==> src/sv/gblur_pkg.sv <==
`timescale 1ns / 1ps
// Shared types, constants and kernel weights of the Gaussian blur block.
// Depends on nothing; every other file of the block imports it.
package gblur_pkg;

   localparam int unsigned DEF_MAX_WIDTH  = 2048;
   localparam int unsigned DEF_LINES_KEPT = 4;

   localparam int unsigned PIX_W    = 8;
   localparam int unsigned ROW_W    = 12;
   localparam int unsigned COL_W    = 11;
   localparam int unsigned CSR_W    = 12;
   localparam int unsigned CSR_IX_W = 2;
   localparam int unsigned ROWSUM_W = 13;   // one weighted row: at most 26 * 255
   localparam int unsigned SUM_W    = 15;   // whole window: at most 84 * 255

   localparam int unsigned FIFO_DEPTH = 8;

   localparam logic              RST_KERNEL_MODE  = 1'b1;
   localparam logic [CSR_W-1:0]  RST_IMAGE_WIDTH  = 12'd640;
   localparam logic [CSR_W-1:0]  RST_IMAGE_HEIGHT = 12'd480;

   // Division by 84: drop two bits, then multiply by ceil(2^21 / 21) and shift.
   // Exact for every quarter sum below 2^21 / 13.
   localparam int unsigned DIV_SHIFT = 21;
   localparam int unsigned MUL_W     = 30;
   localparam logic [16:0] DIV_MULT  = 17'd99865;

   typedef enum logic [CSR_IX_W-1:0] {
      CSR_KERNEL_MODE  = 2'd0,
      CSR_IMAGE_WIDTH  = 2'd1,
      CSR_IMAGE_HEIGHT = 2'd2
   } csr_index_type;

   typedef enum logic {
      MODE_3X3 = 1'b0,
      MODE_5X5 = 1'b1
   } kernel_mode_type;

   typedef logic [4:0][4:0][PIX_W-1:0] window_type;

   typedef struct packed {
      kernel_mode_type   mode;
      logic [ROW_W-1:0]  row;
      logic [COL_W-1:0]  col;
      logic              frame_end;
   } tag_type;

   typedef struct packed {
      logic [PIX_W-1:0]  pixel_out;
      logic [ROW_W-1:0]  out_row;
      logic [COL_W-1:0]  out_col;
      logic              frame_end;
   } rsp_type;

   localparam logic [3:0] K5 [5][5] = '{
      '{1, 2, 3, 2, 1},
      '{2, 5, 6, 5, 2},
      '{3, 6, 8, 6, 3},
      '{2, 5, 6, 5, 2},
      '{1, 2, 3, 2, 1}
   };

   // 1-2-1 kernel placed in the lower right corner of the 5x5 window
   localparam logic [3:0] K3 [5][5] = '{
      '{0, 0, 0, 0, 0},
      '{0, 0, 0, 0, 0},
      '{0, 0, 1, 2, 1},
      '{0, 0, 2, 4, 2},
      '{0, 0, 1, 2, 1}
   };

endpackage

==> src/sv/gblur_filter.sv <==
`timescale 1ns / 1ps
// Kernel arithmetic: weighted row sums, window sum, then shift or divide by 84.
// Depends on gblur_pkg.
module gblur_filter import gblur_pkg::*; (
   input  logic        clock,
   input  logic        reset,
   input  logic        in_valid,
   input  window_type  window,
   input  tag_type     tag,
   output logic        out_valid,
   output rsp_type     out_data
);

   logic [4:0][ROWSUM_W-1:0] rows_in;
   logic [4:0][ROWSUM_W-1:0] rows_ff;
   logic                     a_valid_ff;
   tag_type                  a_tag_ff;

   logic [SUM_W-1:0]         total_ff;
   logic                     b_valid_ff;
   tag_type                  b_tag_ff;

   logic [MUL_W-1:0]         prod;
   logic [PIX_W-1:0]         quot5;
   logic [PIX_W-1:0]         quot3;

   always_comb begin
      for (int i = 0; i < 5; i++) begin
         rows_in[i] = '0;
         for (int j = 0; j < 5; j++) begin
            if (tag.mode == MODE_5X5) begin
               rows_in[i] = rows_in[i] + ROWSUM_W'(K5[i][j]) * ROWSUM_W'(window[i][j]);
            end else if (i >= 2 && j >= 2) begin
               // 3x3 taps only; rows and columns outside the kernel stay out of the sum
               rows_in[i] = rows_in[i] + ROWSUM_W'(K3[i][j]) * ROWSUM_W'(window[i][j]);
            end
         end
      end
   end

   always_ff @(posedge clock) begin
      if (reset) begin
         a_valid_ff <= 1'b0;
         b_valid_ff <= 1'b0;
      end else begin
         a_valid_ff <= in_valid;
         b_valid_ff <= a_valid_ff;
      end
   end

   always_ff @(posedge clock) begin
      rows_ff  <= rows_in;
      a_tag_ff <= tag;
      b_tag_ff <= a_tag_ff;
   end

   // sum of the registered row sums
   always_ff @(posedge clock) begin
      total_ff <= SUM_W'(rows_ff[0]) + SUM_W'(rows_ff[1]) + SUM_W'(rows_ff[2])
                + SUM_W'(rows_ff[3]) + SUM_W'(rows_ff[4]);
   end

   assign prod  = MUL_W'(DIV_MULT) * MUL_W'(total_ff[SUM_W-1:2]);
   assign quot5 = prod[DIV_SHIFT +: PIX_W];
   assign quot3 = total_ff[4 +: PIX_W];

   assign out_valid          = b_valid_ff;
   assign out_data.pixel_out = (b_tag_ff.mode == MODE_5X5) ? quot5 : quot3;
   assign out_data.out_row   = b_tag_ff.row;
   assign out_data.out_col   = b_tag_ff.col;
   assign out_data.frame_end = b_tag_ff.frame_end;

endmodule

==> config.mk <==
export PLATFORM = sky130hd
export DESIGN_NAME = gblur_filter
export DESIGN_NICKNAME = d
export VERILOG_FILES = /design/src/sv/gblur_pkg.sv /design/src/sv/gblur_filter.sv
export SDC_FILE = /design/constraint.sdc
export NUM_CORES = 1
export LEC_CHECK = 0
export BUFFER_PORTS_ARGS = -buffer_cell sky130_fd_sc_hd__buf_2
export CORE_MARGIN = 5
export CORE_UTILIZATION = 65
export DETAILED_ROUTE_END_ITERATION = 16
export PLACE_DENSITY = 0.93
export SYNTH_ARGS = -nofsm -noshare
export SYNTH_HDL_FRONTEND = slang
export SYNTH_SLANG_ARGS = --single-unit
==> constraint.sdc <==
create_clock -name clock -period 13.6 [get_ports clock]
set_input_delay 1.36 -clock clock [delete_from_list [all_inputs] [get_ports clock]]
set_output_delay 1.36 -clock clock [all_outputs]
set_load 0.005 [all_outputs]
==> results.yml <==
place:
  hpwl_mm: 37.6
  gp_congestion: 0.909
  placed_area_mm2: 0.0203
  port_buffers: 260
yosys:
  synth_ff_type: "dfxtp_1"
  syn_avg_cell_area_um2: 8.68
  syn_nets: 2910
  synthDistinctLibCells: 74
  synthArstFlopShare_pct: 0
  synth_area_mm2: 0.0187
  yosysWarnings: 0
  synth_cells: 2160
  synth_commonest_cells: "375 x ha_1, 324 x inv_1, 160 x nor2_1"
  synth.top_cell.area_share_pct: 25.0
  yosys_register_bits: 129
  yosysMostFrequentCell: "ha_1"
  yosysSeqAreaShare_pct: 13.8
  synth_edf_count: 0
  yosys-top-cells-area: "ha_1 25%, fa_1 16%, dfxtp_1 14%"
  synth_area_leader_cell: "ha_1"
clock_network:
  post-cts-setup-buffers: 0
  cts_buffers: 17
  cts_tree: "yes"
  postCtsHoldBufs: 0
  clock_sinks: 129
  clk_pin_slew_ns: 0.07
  htree_levels: 4
  post_cts_resize_count: 0
  insertion_delay_ns: 0.42
  clk_path_buf_depth: 2
  root_buffer: "clkbuf_16"
timing:
  final.setup.tns_ns: 0
  hold_ws_ns: 0.325
  fin_crit_sh_pct: 58.3
  rsz0062_at_grt: "false"
  maxSlewHeadroom_pct: 57.6
  drv_slew: 0
  period_minus_slack_ns: 7.93
  fin_skew_ns: 0.0113
  tightest_slew_ns: 0.620
  setup_viol_count_final: 0
  fmax_mhz: 126
  finalHoldViolCount: 0
setup_path:
  critPathRequiredTime_ns: 13.90
  worst_setup_path_end_kind: "flip-flop"
  crit_path_start_kind: "primary input"
  crit_arrival_ns: 8.23
  path_buf_inv: 4
  crit_top_cell: "ha_1"
  slowest_delay_ns: 0.54
  path_class: "primary input to flip-flop"
  crit_path_top_delay_cell: "buf_4"
  worst-path-max-fanout: 49
  crit_family: "compound AO/OA/AOI/OAI gates"
finish:
  final_cell_area_mm2: 0.0209
  nets: 3138
  fillers: 1945
  synthToLayoutAreaGrowth_pct: 11.3
  drive_gt1_share_pct: 13.7
floorplan:
  start_util_pct: 65.5
  die_w_um: 180
  dieArea_mm2: 0.0323
  core_area_mm2: 0.0286
  die_h_um: 180
  ioPinCount: 261
  core.rowCount: 62
global_route:
  antenna_found_initial: 14
  grt_pass1_vias: 17100
  grt_max_degree: 152
  grt_pass1_wl_mm: 76.3
  overflow: 0
  grt_use_total_pct: 27.7
drt:
  vias: 15900
  wl_mm: 46.1
  ant_nets: 0
  drt-pass1-iter-count: 5
  drc: 0
  drt_iter0_drc: 690
  routedWlPerCell_um: 16.5
  viasPerCell: 5.70
job:
  drv_cap: 0
min_path:
  hold_path_class: "flip-flop to flip-flop"
status:
  status: "complete, no violations"
[metal layers]
| layer | track usage (%) | vias up | share of wire [%] |
|---|---|---|---|
| met2 | 50.5 | 557 | 51 |
| met3 | 6.00 | 216 | 6.1 |
| li1 | - | 7680 | - |
| met1 | 30.3 | 7436 | 38 |
| met4 | 13.7 | 20 | 5.2 |
| met5 | 0 | - | 0.25 |
[cell families after synthesis]
kind of cell,count (synthesis),synth area share [%]
flops,129,13.8
mux,20,1.17
buf+inv,380,8.18
simple gates,480,12.4
compound gates,449,15.2
xor+xnor,179,8.44
fa+ha+maj,522,40.7
other cells,1,0.0200
[state kept, by name (all words and copies together) (netlist names)]
name / cells
rows_ff: 64
a_tag_ff: 25
out_data: 24
total_ff: 13
a_valid_ff: 1
b_tag_ff: 1
out_valid: 1
[per-stage QoR]
step	std cells	utilization (%)	worst slack [ns]
after CTS	2785	72.8	5.74
after global placement	2753	70.8	5.51
final	2790	72.9	5.67
after global routing	2788	72.8	5.11
after floorplan	2160	-	6.09
after detailed placement	2753	70.8	5.32
[area by class of cell]
| type | instances | area (µm²) | area share, % |
|---|---|---|---|
| flip-flops and latches | 129 | 2580 | 12.4 |
| multi-input cells | 1651 | 14600 | 70.1 |
| clock buffers | 17 | 425 | 2.04 |
| repair buffers | 263 | 1340 | 6.42 |
| diodes | 5 | 12.5 | 0.0600 |
| well taps | 384 | 480 | 2.30 |
| clock inverters | 15 | 161 | 0.774 |
| inverters | 326 | 1220 | 5.87 |
[layout by cell type (no fill, tap or decap), types with 6 or more instances in the layout]
cell type,n
nand2b_1,24
a21oi_1,152
o211ai_1,6
nand3_1,15
xnor2_1,118
nor2b_1,47
o41ai_1,6
and2_1,59
o21a_1,21
o31ai_1,7
and3_1,7
o21ai_1,23
a211oi_1,13
nand4_1,6
a21boi_1,9
clkbuf_16,17
dfxtp_1,129
or3_1,11
xor2_1,59
a21o_1,59
o21ai_0,72
fa_1,147
nand2_1,86
buf_2,259
o21bai_1,42
nor2_1,160
nor3_1,45
ha_1,375
inv_1,324
mux2_2,15
[path summary, 6_finish.rpt]
path / start / endpoint / slack, ns / cells past startpoint
worst max register to register: rows_ff[13] / total_ff[13] / 9.68 / 15
worst min-delay path: a_tag_ff[11] / out_data[11] / 0.33 / 0
worst max-delay path: tag[24] / rows_ff[38] / 5.67 / 29
worst min register to register: a_tag_ff[11] / out_data[11] / 0.33 / 0
Power is not shown: default switching activity piles up to over one toggle a cycle in this logic, so the estimate is an artifact.
