<file path="config.mk">
export PLATFORM = sky130hd
export DESIGN_NAME = gblur_out_fifo
export DESIGN_NICKNAME = d
export VERILOG_FILES = /design/src/sv/gblur_pkg.sv /design/src/sv/gblur_out_fifo.sv
export SDC_FILE = /design/constraint.sdc
export NUM_CORES = 1
export LEC_CHECK = 0
export CAP_MARGIN = 20
export CORE_MARGIN = 4
export CORE_UTILIZATION = 40
export CTS_BUF_LIST = sky130_fd_sc_hd__clkbuf_8
export DETAILED_ROUTE_END_ITERATION = 7
export DONT_BUFFER_PORTS = 1
export GPL_ROUTABILITY_DRIVEN = 0
export SYNTH_ARGS = -nofsm -noshare
export SYNTH_HDL_FRONTEND = slang
export SYNTH_SLANG_ARGS = --single-unit
</file>
<file path="constraint.sdc">
create_clock -name clock -period 3.8 [get_ports clock]
set_clock_uncertainty 0.1 [all_clocks]
set_input_delay 1.14 -clock clock [delete_from_list [all_inputs] [get_ports clock]]
set_output_delay 1.14 -clock clock [all_outputs]
set_load 0.05 [all_outputs]
</file>
<file path="src/sv/gblur_pkg.sv">
`timescale 1ns / 1ps
// Shared types, constants and kernel weights of the Gaussian blur block.
// Depends on nothing; every other file of the block imports it.
package gblur_pkg;

   localparam int unsigned DEF_MAX_WIDTH  = 2048;
   localparam int unsigned DEF_LINES_KEPT = 4;

   localparam int unsigned PIX_W    = 8;
   localparam int unsigned ROW_W    = 12;
   localparam int unsigned COL_W    = 11;
   localparam int unsigned CSR_W    = 12;
   localparam int unsigned CSR_IX_W = 2;
   localparam int unsigned ROWSUM_W = 13;   // one weighted row: at most 26 * 255
   localparam int unsigned SUM_W    = 15;   // whole window: at most 84 * 255

   localparam int unsigned FIFO_DEPTH = 8;

   localparam logic              RST_KERNEL_MODE  = 1'b1;
   localparam logic [CSR_W-1:0]  RST_IMAGE_WIDTH  = 12'd640;
   localparam logic [CSR_W-1:0]  RST_IMAGE_HEIGHT = 12'd480;

   // Division by 84: drop two bits, then multiply by ceil(2^21 / 21) and shift.
   // Exact for every quarter sum below 2^21 / 13.
   localparam int unsigned DIV_SHIFT = 21;
   localparam int unsigned MUL_W     = 30;
   localparam logic [16:0] DIV_MULT  = 17'd99865;

   typedef enum logic [CSR_IX_W-1:0] {
      CSR_KERNEL_MODE  = 2'd0,
      CSR_IMAGE_WIDTH  = 2'd1,
      CSR_IMAGE_HEIGHT = 2'd2
   } csr_index_type;

   typedef enum logic {
      MODE_3X3 = 1'b0,
      MODE_5X5 = 1'b1
   } kernel_mode_type;

   typedef logic [4:0][4:0][PIX_W-1:0] window_type;

   typedef struct packed {
      kernel_mode_type   mode;
      logic [ROW_W-1:0]  row;
      logic [COL_W-1:0]  col;
      logic              frame_end;
   } tag_type;

   typedef struct packed {
      logic [PIX_W-1:0]  pixel_out;
      logic [ROW_W-1:0]  out_row;
      logic [COL_W-1:0]  out_col;
      logic              frame_end;
   } rsp_type;

   localparam logic [3:0] K5 [5][5] = '{
      '{1, 2, 3, 2, 1},
      '{2, 5, 6, 5, 2},
      '{3, 6, 8, 6, 3},
      '{2, 5, 6, 5, 2},
      '{1, 2, 3, 2, 1}
   };

   // 1-2-1 kernel placed in the lower right corner of the 5x5 window
   localparam logic [3:0] K3 [5][5] = '{
      '{0, 0, 0, 0, 0},
      '{0, 0, 0, 0, 0},
      '{0, 0, 1, 2, 1},
      '{0, 0, 2, 4, 2},
      '{0, 0, 1, 2, 1}
   };

endpackage

</file>
<file path="src/sv/gblur_out_fifo.sv">
`timescale 1ns / 1ps
// Result queue between the arithmetic pipeline and the result channel.
// Depends on gblur_pkg.
module gblur_out_fifo import gblur_pkg::*; (
   input  logic                              clock,
   input  logic                              reset,
   input  logic                              push,
   input  rsp_type                           push_data,
   input  logic                              pop,
   output logic                              head_valid,
   output rsp_type                           head_data,
   output logic [$clog2(FIFO_DEPTH+1)-1:0]   level
);

   localparam int unsigned PTR_W = $clog2(FIFO_DEPTH);
   localparam int unsigned LVL_W = $clog2(FIFO_DEPTH + 1);

   rsp_type             entry_ff [FIFO_DEPTH];
   logic [PTR_W-1:0]    wr_ptr_ff, wr_ptr_in;
   logic [PTR_W-1:0]    rd_ptr_ff, rd_ptr_in;
   logic [LVL_W-1:0]    level_ff,  level_in;

   always_comb begin
      wr_ptr_in = wr_ptr_ff;
      rd_ptr_in = rd_ptr_ff;
      level_in  = level_ff;
      if (push) begin
         wr_ptr_in = (wr_ptr_ff == PTR_W'(FIFO_DEPTH - 1)) ? '0 : wr_ptr_ff + 1'b1;
      end
      if (pop) begin
         rd_ptr_in = (rd_ptr_ff == PTR_W'(FIFO_DEPTH - 1)) ? '0 : rd_ptr_ff + 1'b1;
      end
      if (push && !pop) begin
         level_in = level_ff + 1'b1;
      end else if (pop && !push) begin
         level_in = level_ff - 1'b1;
      end
   end

   always_ff @(posedge clock) begin
      if (reset) begin
         wr_ptr_ff <= '0;
         rd_ptr_ff <= '0;
         level_ff  <= '0;
      end else begin
         wr_ptr_ff <= wr_ptr_in;
         rd_ptr_ff <= rd_ptr_in;
         level_ff  <= level_in;
      end
   end

   always_ff @(posedge clock) begin
      if (push) begin
         entry_ff[wr_ptr_ff] <= push_data;
      end
   end

   assign head_valid = (level_ff != '0);
   assign head_data  = entry_ff[rd_ptr_ff];
   assign level      = level_ff;

endmodule
</file>
==> impl_metrics.tcl, run 1 <==
set metrics [dict create \
    wl_per_cell_um 23.30 \
    critPathSlowestCell "mux4_1" \
    arrival_ns 2.35 \
    num-fill-cells 2082 \
    setup_violations 0 \
    nNetsFinal 526 \
    synth_xor_area_frac 0.001684 \
    powerDensity_nw_per_um2 506.7 \
    period_needed_ns 3.586 \
    post_synth_main_area_contributors "edfxtp_1, mux4_1, mux4_2" \
    wirelength_um 19500 \
    fmax_ghz 0.2789 \
    combPwrFrac 0.084 \
    setup_slack_ns 0.2142 \
    ir_drop_mv 0.3716 \
    start_util 0.4096 \
    die_area_sq_um 28650 \
    yosysTopAreaCellShare 0.7390 \
    grt.overflow.total 0 \
    worst-path-max-fanout 23 \
    yosysUniqueCellTypes 25 \
    yosys.area_share.simple 0.01407 \
    synthMuxAreaShare 0.1916 \
    synthAdderAreaFrac 0.01034 \
    core_area_sq_um 25400 \
    grt_start_max_net_pins 39 \
    drt_iter0_markers 229 \
    hold_buffers 0 \
    ys_ff_latch 269 \
    path_delay_family "multiplexers" \
    synth_compound_area_frac 0.004210 \
    crit_path_max_incr_delay_ns 0.58 \
    port_buffers 0 \
    via_count 4443 \
    grt_pass1_wl_um 29460 \
    whs_ns 0.4356 \
    path_cells "buf_12 > mux4_1 > mux2_2" \
    status "complete, no violations" \
    ys_seq_area_frac 0.7640 \
    yosys_warnings 0 \
    switching_power_mw 1.404 \
    leakagePower_nw 3.753 \
    yosysTopAreaCell "edfxtp_1" \
    seq_area_sq_um 7956 \
    cts.sinks 269 \
    drv_slew 0 \
    fin_crit_sh 0.9436 \
    cts_tree "done" \
    critical_path_class "reg -> out" \
    worst_hold_path_type "reg -> reg" \
    synth_area_sq_um 10400 \
    area_growth_pct 12.69 \
    cp-end-kind "output pin" \
    grt_pass1_vias 4844 \
    rsz0062_at_grt "false" \
    multi_input_area_sq_um 2376 \
    htree_num_levels 2 \
    tightest_slew_ns 0.6580 \
    internal_power_mw 4.535 \
    clk_transition_reported_paths_ns 0.06 \
    avgSynthCellArea_sq_um 23.43 \
    dp_slack_ns 0.6037 \
    cts_buffers 43 \
    crit_required_ns 2.56 \
    placed_cell_area_sq_um 11000 \
    postRouteAntennaNets 0 \
    dp_hpwl_um 10940 \
    grt_usage 0.1375 \
    num_antenna_cells 0 \
    dr.pass1.iters 4 \
    critPathBufInv 1 \
    switching_share 0.2364 \
    synthesis.instances 444 \
    drive_gt1_frac 0.2485 \
    rows 58 \
    tns_ns 0 \
    die_w_um 169.3 \
    p_clk_frac 0.345 \
    fin_area_sq_um 11720 \
    pwr-share-seq 0.571 \
    hold_violations 0 \
    clock_path_buffers 3 \
    root_buffer "clkbuf_8" \
    ioPinCount 73 \
    worstSkewPairLatency_ns 0.52 \
    antenna_found_initial 0 \
    drv_cap 0 \
    fp.dieH_um 169.3 \
    synth_nets 488 \
    drc 0 \
    synth_top_family_by_area "multiplexers" \
    slew_headroom 0.5607 \
    cp-start-kind "flip-flop" \
    viasPerCell 5.308 \
]
path summary, 6_finish.rpt:
check	start	to	slack [ns]	cells after the start
min reg2reg	rd_ptr_ff[2]$_SDFFE_PP0P_	flip-flop	0.44	2
max	flip-flop	head_data[15]	0.21	3
min	rd_ptr_ff[2]$_SDFFE_PP0P_	flip-flop	0.44	2
max reg2reg	level[2]$_SDFFE_PP0P_	level[3]$_SDFFE_PP0P_	1.68	5
kinds of logic after synthesis:
kind of cell / after synthesis
flops: 269
compound gates: 8
simple gates: 34
xor+xnor: 2
mux: 100
buf+inv: 23
fa+ha+maj: 8
sequential cells by signal, summed over array words and instances, names as in the netlist, named ones only:
register	cells
wr_ptr_ff	3
rd_ptr_ff	3
level	4
entry_ff	256
power groups by stage:
| stage | clock (mW) | combinational (mW) | sequential [mW] |
|---|---|---|---|
| detailed placement | 0 | 0.500 | 3.46 |
| finish | 2.05 | 0.501 | 3.39 |
| global placement | 0 | 0.490 | 3.45 |
| CTS | 2.13 | 0.501 | 3.39 |
| floorplan | 0 | 0.433 | 3.43 |
| global route | 2.28 | 0.531 | 3.39 |
per-layer routing:
layer	global-route usage	wire length [um]
met5	0	0
met2	0.2286	9798
met4	0.04585	429
met3	0.04822	1463
met1	0.1693	7808
synthesized netlist by cell type:
| master | count |
|---|---|
| edfxtp_1 | 256 |
| mux4_1 | 40 |
| mux2_2 | 33 |
| mux4_2 | 24 |
| nor2_1 | 21 |
| dfxtp_1 | 13 |
| buf_6 | 7 |
| ha_1 | 7 |
| a21oi_1 | 6 |
| buf_2 | 6 |
| clkbuf_1 | 4 |
| nand2_1 | 4 |
| buf_1 | 3 |
| inv_1 | 3 |
| mux2i_1 | 3 |
| nand2b_1 | 3 |
| nor3_1 | 3 |
| a211oi_1 | 1 |
| a31oi_1 | 1 |
| fa_1 | 1 |
| nand3_1 | 1 |
| nor2b_1 | 1 |
| or4_1 | 1 |
| xnor2_1 | 1 |
| xor2_1 | 1 |
worst register-to-register path, cell delays in order, from the launching register on:
cell      delay, ns
dfxtp_1        0.67
ha_1           0.37
a21oi_1        0.21
a211oi_1       0.11
a31oi_1        0.18
mux2_2         0.36
layout by cell type (no fill, tap or decap), types with 2 or more instances in the layout:
cell type    n
edfxtp_1   256
clkbuf_8    43
mux4_1      40
mux2_2      33
mux4_2      24
inv_1       21
nor2_1      15
buf_12      12
dfxtp_1     10
ha_1         7
clkinv_1     7
nor2_4       6
a21oi_1      6
nand2_1      4
nand2b_1     3
mux2i_1      3
nor3_4       2
dfxtp_4      2
layout make-up:
cell class                 instances  area share
tap                              330     0.03522
timing repair buffer              13     0.02284
clock buffer                      43     0.05049
clock inverter                    27    0.009072
inverter                           3   0.0009606
sequential                       269      0.6787
multi-input combinational        152      0.2027
metrics by stage:
stage / power, mW / util / instances
after CTS: 6.025 / 0.4604 / 836
after floorplan: 3.862 / - / 444
after global placement: 3.939 / 0.4330 / 766
after detailed placement: 3.955 / 0.4330 / 766
final: 5.939 / 0.4615 / 837
after global routing: 6.202 / 0.4615 / 837
repair_timing:
| item | CTS | global route |
|---|---|---|
| resized for setup | 0 | 0 |
| setup endpoints to repair | 0 | 11 |
| setup buffers | 0 | 1 |
No activity file was read; power rests on OpenSTA's default activity.
==> run 2, diff against run 1 <==
--- a/config.mk
+++ b/config.mk
@@ -5,13 +5,15 @@
 export SDC_FILE = /design/constraint.sdc
 export NUM_CORES = 1
 export LEC_CHECK = 0
+export ABC_AREA = 1
 export CAP_MARGIN = 20
 export CORE_MARGIN = 4
 export CORE_UTILIZATION = 40
-export CTS_BUF_LIST = sky130_fd_sc_hd__clkbuf_8
+export CTS_BUF_LIST = sky130_fd_sc_hd__clkbuf_4 sky130_fd_sc_hd__clkbuf_8
 export DETAILED_ROUTE_END_ITERATION = 7
 export DONT_BUFFER_PORTS = 1
 export GPL_ROUTABILITY_DRIVEN = 0
+export SLEW_MARGIN = 40
 export SYNTH_ARGS = -nofsm -noshare
 export SYNTH_HDL_FRONTEND = slang
 export SYNTH_SLANG_ARGS = --single-unit
==> run 2 against run 1 <==
  * Synthesized area up 4.6%
  * Critical path depth up 5
  * Sequential power about the same
  * Synthesized cell count up 110%
  * First-iteration DRC count up 120%
  * Register-to-register slack better by 0.21 ns
  * Worst setup slack better by 0.019 ns
  * Critical path type unchanged
  * Largest cell class unchanged
  * Largest power group unchanged
==> impl_metrics.tcl, run 2 <==
set metrics [dict create \
    final_common_cell "nor2_1" \
    ys_ff_latch 269 \
    slew_headroom 0.5561 \
    fin_area_sq_um 12390 \
    num_antenna_cells 0 \
    avgSynthCellArea_sq_um 11.56 \
    wl_per_cell_um 17.35 \
    ioPinCount 73 \
    layout_common_cells "nor2_1, edfxtp_1, nand2_1" \
    drv_slew 0 \
    postRouteAntennaNets 0 \
    drv_cap 0 \
    placed_cell_area_sq_um 11530 \
    power_mw 6.628 \
    whs_ns 0.3863 \
    crit_path_max_incr_delay_ns 0.56 \
    crit_top_cell "nand2_1" \
    critPathSlowestCell "dfxtp_4" \
    synthesis.instances 941 \
    drive_gt1_frac 0.1315 \
    post_cts_buffers 0 \
    synth_common_cells "nor2_1, edfxtp_1, nand2_1" \
    yosysTopAreaCell "edfxtp_1" \
    rows 60 \
    root_buffer "clkbuf_8" \
    die_area_sq_um 29900 \
    worst-path-max-fanout 36 \
    drc 0 \
    dp_hpwl_um 12890 \
    multi_input_area_sq_um 2605 \
    leakagePower_nw 4.571 \
    cts_tree "done" \
    cp-start-kind "flip-flop" \
    worst_hold_path_type "reg -> reg" \
    antenna_found_initial 0 \
    tightest_slew_ns 0.6649 \
    ys.flop_type "edfxtp_1" \
    yosysUniqueCellTypes 21 \
    clk_transition_reported_paths_ns 0.06 \
    area_growth_pct 13.89 \
    hold_buffers 0 \
    ys_seq_area_frac 0.7305 \
    setup_violations 0 \
    dr.pass1.iters 5 \
    arrival_ns 2.33 \
    final_util 0.4611 \
    cp-end-kind "output pin" \
    start_util 0.4048 \
    port_buffers 0 \
    yosys_warnings 0 \
    grt.overflow.total 0 \
    ir_drop_mv 0.2639 \
    yosysMostFrequentCell "nor2_1" \
    dp.cells 1286 \
    drt_iter0_markers 499 \
    cts.repair.resized 0 \
    fmax_ghz 0.2804 \
    top_register "entry_ff" \
    htree_num_levels 2 \
    synth_nets 985 \
    crit_required_ns 2.56 \
    stdcell_count 1368 \
    dp_slack_ns 0.8035 \
    core_area_sq_um 26880 \
    viasPerCell 4.945 \
    fp.dieH_um 172.9 \
    yosysTopAreaCellShare 0.7065 \
    grt_usage 0.1572 \
    worstSkewPairLatency_ns 0.53 \
    largest_reg_flops 256 \
    hold_violations 0 \
    synth_enable_flop_cells 256 \
    num-fill-cells 2460 \
    period_needed_ns 3.567 \
    synthArstFlopShare 0 \
    status "complete, no violations" \
    synth_area_sq_um 10880 \
    cts.sinks 269 \
    powerDensity_nw_per_um2 534.9 \
    path_cells "buf_4 > nor2_1 > nor2_1 > o21ai_0 > nand2_1 > nand2_1 > nand2_1 > buf_4" \
    rsz0062_at_grt "false" \
    grt_pass1_wl_um 37530 \
    holdPathStages 1 \
    tns_ns 0 \
    fin_crit_sh 0.9386 \
    via_count 6765 \
    seq_area_sq_um 7953 \
    nNetsFinal 1035 \
    setup_slack_ns 0.2333 \
    grt_start_max_net_pins 69 \
    critical_path_class "reg -> out" \
    wirelength_um 23730 \
    clock_path_buffers 3 \
    post_synth_main_area_contributors "edfxtp_1, nor2_1, nand2_1" \
    r2r.worst_path.cells 3 \
    grt_pass1_vias 6894 \
    die_w_um 172.9 \
    cts_buffers 44 \
]
## run 2: path summary, 6_finish.rpt
check                             from                   endpoint  slack, ns
max                          flip-flop               head_data[0]       0.23
min          rd_ptr_ff[0]$_SDFFE_PP0P_                  flip-flop       0.39
max reg2reg  wr_ptr_ff[0]$_SDFFE_PP0P_  entry_ff[5][20]$_DFFE_PP_       1.89
min reg2reg  rd_ptr_ff[0]$_SDFFE_PP0P_                  flip-flop       0.39
## run 2: final cells by class
type	instances	share of cell area
tap	341	0.03443
multi-input combinational	606	0.2102
clock buffer	64	0.06250
sequential	269	0.6418
inverter	18	0.005452
clock inverter	18	0.007068
timing repair buffer	52	0.03857
## run 2: cell families (layout without fill, tap and decap cells)
logic type	count (synthesis)	after routing	synth area share
xor+xnor	1	1	0.0008051
simple gates	456	456	0.1581
compound gates	141	141	0.06509
flops	269	269	0.7305
buf+inv	66	152	0.03565
fa+ha+maj	8	8	0.009889
## run 2: report_power, final
| part | internal, mW | leakage (nW) | switching (mW) |
|---|---|---|---|
| clock | 1.32 | 0.463 | 1.10 |
| sequential | 3.34 | 2.43 | 0.0601 |
| combinational | 0.231 | 1.67 | 0.579 |
## run 2: worst max-delay path, delay by kind of cell, from the launching register on
kind	cells	cell delay (ns)
and+or+nand+nor	5	0.48
AOI/OAI and AO/OA	1	0.08
DFF	1	0.56
buffers and inverters	2	0.68
## run 2: routing by layer
metal	wire, um	track usage
met4	411	0.04223
met1	10540	0.2030
met3	1368	0.04329
met5	0	0
met2	11410	0.2637
==> run 3, diff against run 2 <==
--- a/config.mk
+++ b/config.mk
@@ -7,12 +7,16 @@
 export LEC_CHECK = 0
 export ABC_AREA = 1
 export CAP_MARGIN = 20
+export CELL_PAD_IN_SITES_DETAIL_PLACEMENT = 1
+export CELL_PAD_IN_SITES_GLOBAL_PLACEMENT = 2
 export CORE_MARGIN = 4
 export CORE_UTILIZATION = 40
 export CTS_BUF_LIST = sky130_fd_sc_hd__clkbuf_4 sky130_fd_sc_hd__clkbuf_8
 export DETAILED_ROUTE_END_ITERATION = 7
 export DONT_BUFFER_PORTS = 1
 export GPL_ROUTABILITY_DRIVEN = 0
+export PLACE_DENSITY_LB_ADDON = 0.1
+export RECOVER_POWER = 100
 export SLEW_MARGIN = 40
 export SYNTH_ARGS = -nofsm -noshare
 export SYNTH_HDL_FRONTEND = slang
==> run 3 against run 2 <==
  * The run now ends with capacitance limit, slew limit left
  * Register-to-register slack got worse by 1.2 ns
  * Global-route usage is 2.3 points higher
  * Final area down 1.3%
  * Critical endpoint is now head_data[31]
  * Critical path type unchanged
  * Wire length up 13%
  * Count of clock-buffer cells in the layout down 6
  * Worst setup slack gained 0.0012 ns
  * Sequential cell count is the same
  * Combinational power decreased by 3.0%
  * Sequential share of layout area rose by 0.84 points
  * Power is 0.53% lower
==> impl_metrics.tcl, run 3 (synthesis results as in run 2) <==
set metrics [dict create \
    tightest_slew_ns 2.548 \
    cp-end-kind "output pin" \
    rr_endpoint "entry_ff[2][17]$_DFFE_PP_" \
    ir_drop_mv 0.2674 \
    period_needed_ns 3.566 \
    power_mw 6.593 \
    dr.pass1.iters 4 \
    grt_start_max_net_pins 67 \
    p_clk_frac 0.365 \
    r2r.worst_path.cells 4 \
    die_area_sq_um 29900 \
    violations "capacitance limit, slew limit" \
    drive_gt1_frac 0.1167 \
    area_growth_pct 12.43 \
    pwr-share-seq 0.516 \
    start_util 0.4048 \
    final_common_cell "nor2_1" \
    cp-start-kind "flip-flop" \
    drt_iter0_markers 414 \
    switching_power_mw 1.777 \
    dp_hpwl_um 14690 \
    cts_tree "done" \
    critPathBufInv 3 \
    slew_headroom -0.6988 \
    crit_required_ns 2.56 \
    multi_input_area_sq_um 2575 \
    holdPathEnd "wr_ptr_ff[0]$_SDFFE_PP0P_" \
    via_count 6969 \
    setup_violations 0 \
    tns_ns 0 \
    num_antenna_cells 0 \
    r2r_start "wr_ptr_ff[0]$_SDFFE_PP0P_" \
    fmax_ghz 0.2805 \
    nNetsFinal 1037 \
    path_delay_family "flip-flops" \
    drv_cap 4 \
    grt_usage 0.1806 \
    cts_buffers 47 \
    htree_num_levels 2 \
    internal_power_mw 4.816 \
    fp.dieH_um 172.9 \
    antenna_found_initial 0 \
    seq_area_sq_um 7954 \
    root_buffer "clkbuf_8" \
    top_register "entry_ff" \
    combPwrFrac 0.119 \
    reg2reg_slack_ns 0.74 \
    die_w_um 172.9 \
    grt_pass1_wl_um 42900 \
    critical_path_class "reg -> out" \
    largest_reg_flops 256 \
    drc 0 \
    grt_pass1_vias 7670 \
    status "complete, but fails checks" \
    layout_common_cells "nor2_1, edfxtp_1, nand2_1" \
    worst_hold_path_type "reg -> reg" \
    cts.repair.resized 0 \
    cts.sinks 269 \
    leakagePower_nw 4.506 \
    path_cells "inv_2 > buf_12 > nor2_1 > o21ai_0 > nand2_1 > nand2_1 > nand2_1 > clkbuf_2" \
    wirelength_um 26710 \
    grt.overflow.total 0 \
    fin_crit_sh 0.9383 \
    port_buffers 0 \
    crit_path_max_incr_delay_ns 0.63 \
    ioPinCount 73 \
    holdPathStages 2 \
    clk_transition_reported_paths_ns 0.05 \
    num-fill-cells 2912 \
    switching_share 0.2696 \
    final_util 0.4552 \
    wl_per_cell_um 19.51 \
    worst-path-max-fanout 64 \
    arrival_ns 2.33 \
    worstSkewPairLatency_ns 0.54 \
    rsz0062_at_grt "false" \
    critPathSlowestCell "dfxtp_2" \
    crit_top_cell "nand2_1" \
    drv_slew 118 \
    core_area_sq_um 26880 \
    min_from "wr_ptr_ff[0]$_SDFFE_PP0P_" \
    post_cts_buffers 0 \
    powerDensity_nw_per_um2 539.0 \
    viasPerCell 5.091 \
    clock_path_buffers 3 \
    rows 60 \
    postRouteAntennaNets 0 \
    hold_violations 0 \
    hold_buffers 0 \
]
## run 3: worst min-delay path: cells and delay by family, from the launching register on
family,cells,cell delay [ns]
AO/OA/AOI/OAI,1,0.06
buffers and inverters,1,0.07
flip-flops,1,0.33
## run 3: how the worst max path moves through the flow
stage               from                       end  slack [ns]  cells past startpoint
6_report       flip-flop             head_data[31]        0.23                      8
5_1_grt        flip-flop             head_data[24]        0.05                      8
4_1_cts        flip-flop             head_data[22]        0.25                      8
3_5_place_dp   flip-flop              head_data[0]        0.85                      7
3_3_place_gp   flip-flop             head_data[19]        0.91                      7
2_1_floorplan       push  entry_ff[1][0]$_DFFE_PP_        0.66                      2
## run 3: cell type report
type                    count  share of cell area
inverters                  18            0.005625
multi-input cells         606              0.2105
well taps                 341             0.03488
flip-flops and latches    269              0.6502
clock buffers              58             0.06065
repair buffers             51             0.02956
clock inverters            26            0.008592
## run 3: through the flow
stage	std cells	hold slack (ns)	setup slack (ns)	area (sq um)
6_report	1369	0.4000	0.2345	12230
4_1_cts	1369	0.4017	0.2519	12380
3_5_place_dp	1285	0.3930	0.8502	11540
3_3_place_gp	1285	0.3776	0.9127	11540
5_1_grt	1369	0.4396	0.04550	12230
2_1_floorplan	941	0.3536	0.6572	10880
## run 3: power by group through the flow
stage | registers, mW | clock network, mW | logic, mW
5_1_grt | 3.41 | 2.64 | 0.878
4_1_cts | 3.40 | 2.49 | 0.837
2_1_floorplan | 3.44 | 0 | 0.604
3_3_place_gp | 3.46 | 0 | 0.818
3_5_place_dp | 3.46 | 0 | 0.833
6_report | 3.40 | 2.40 | 0.786
## run 3: metal layers
layer / track usage / share of wire / vias up
met3: 0.03717 / 0.043 / 49
met2: 0.3094 / 0.49 / 122
met5: 0 / 0 / -
met4: 0.05221 / 0.021 / 0
met1: 0.2345 / 0.44 / 3481
li1: - / - / 3317
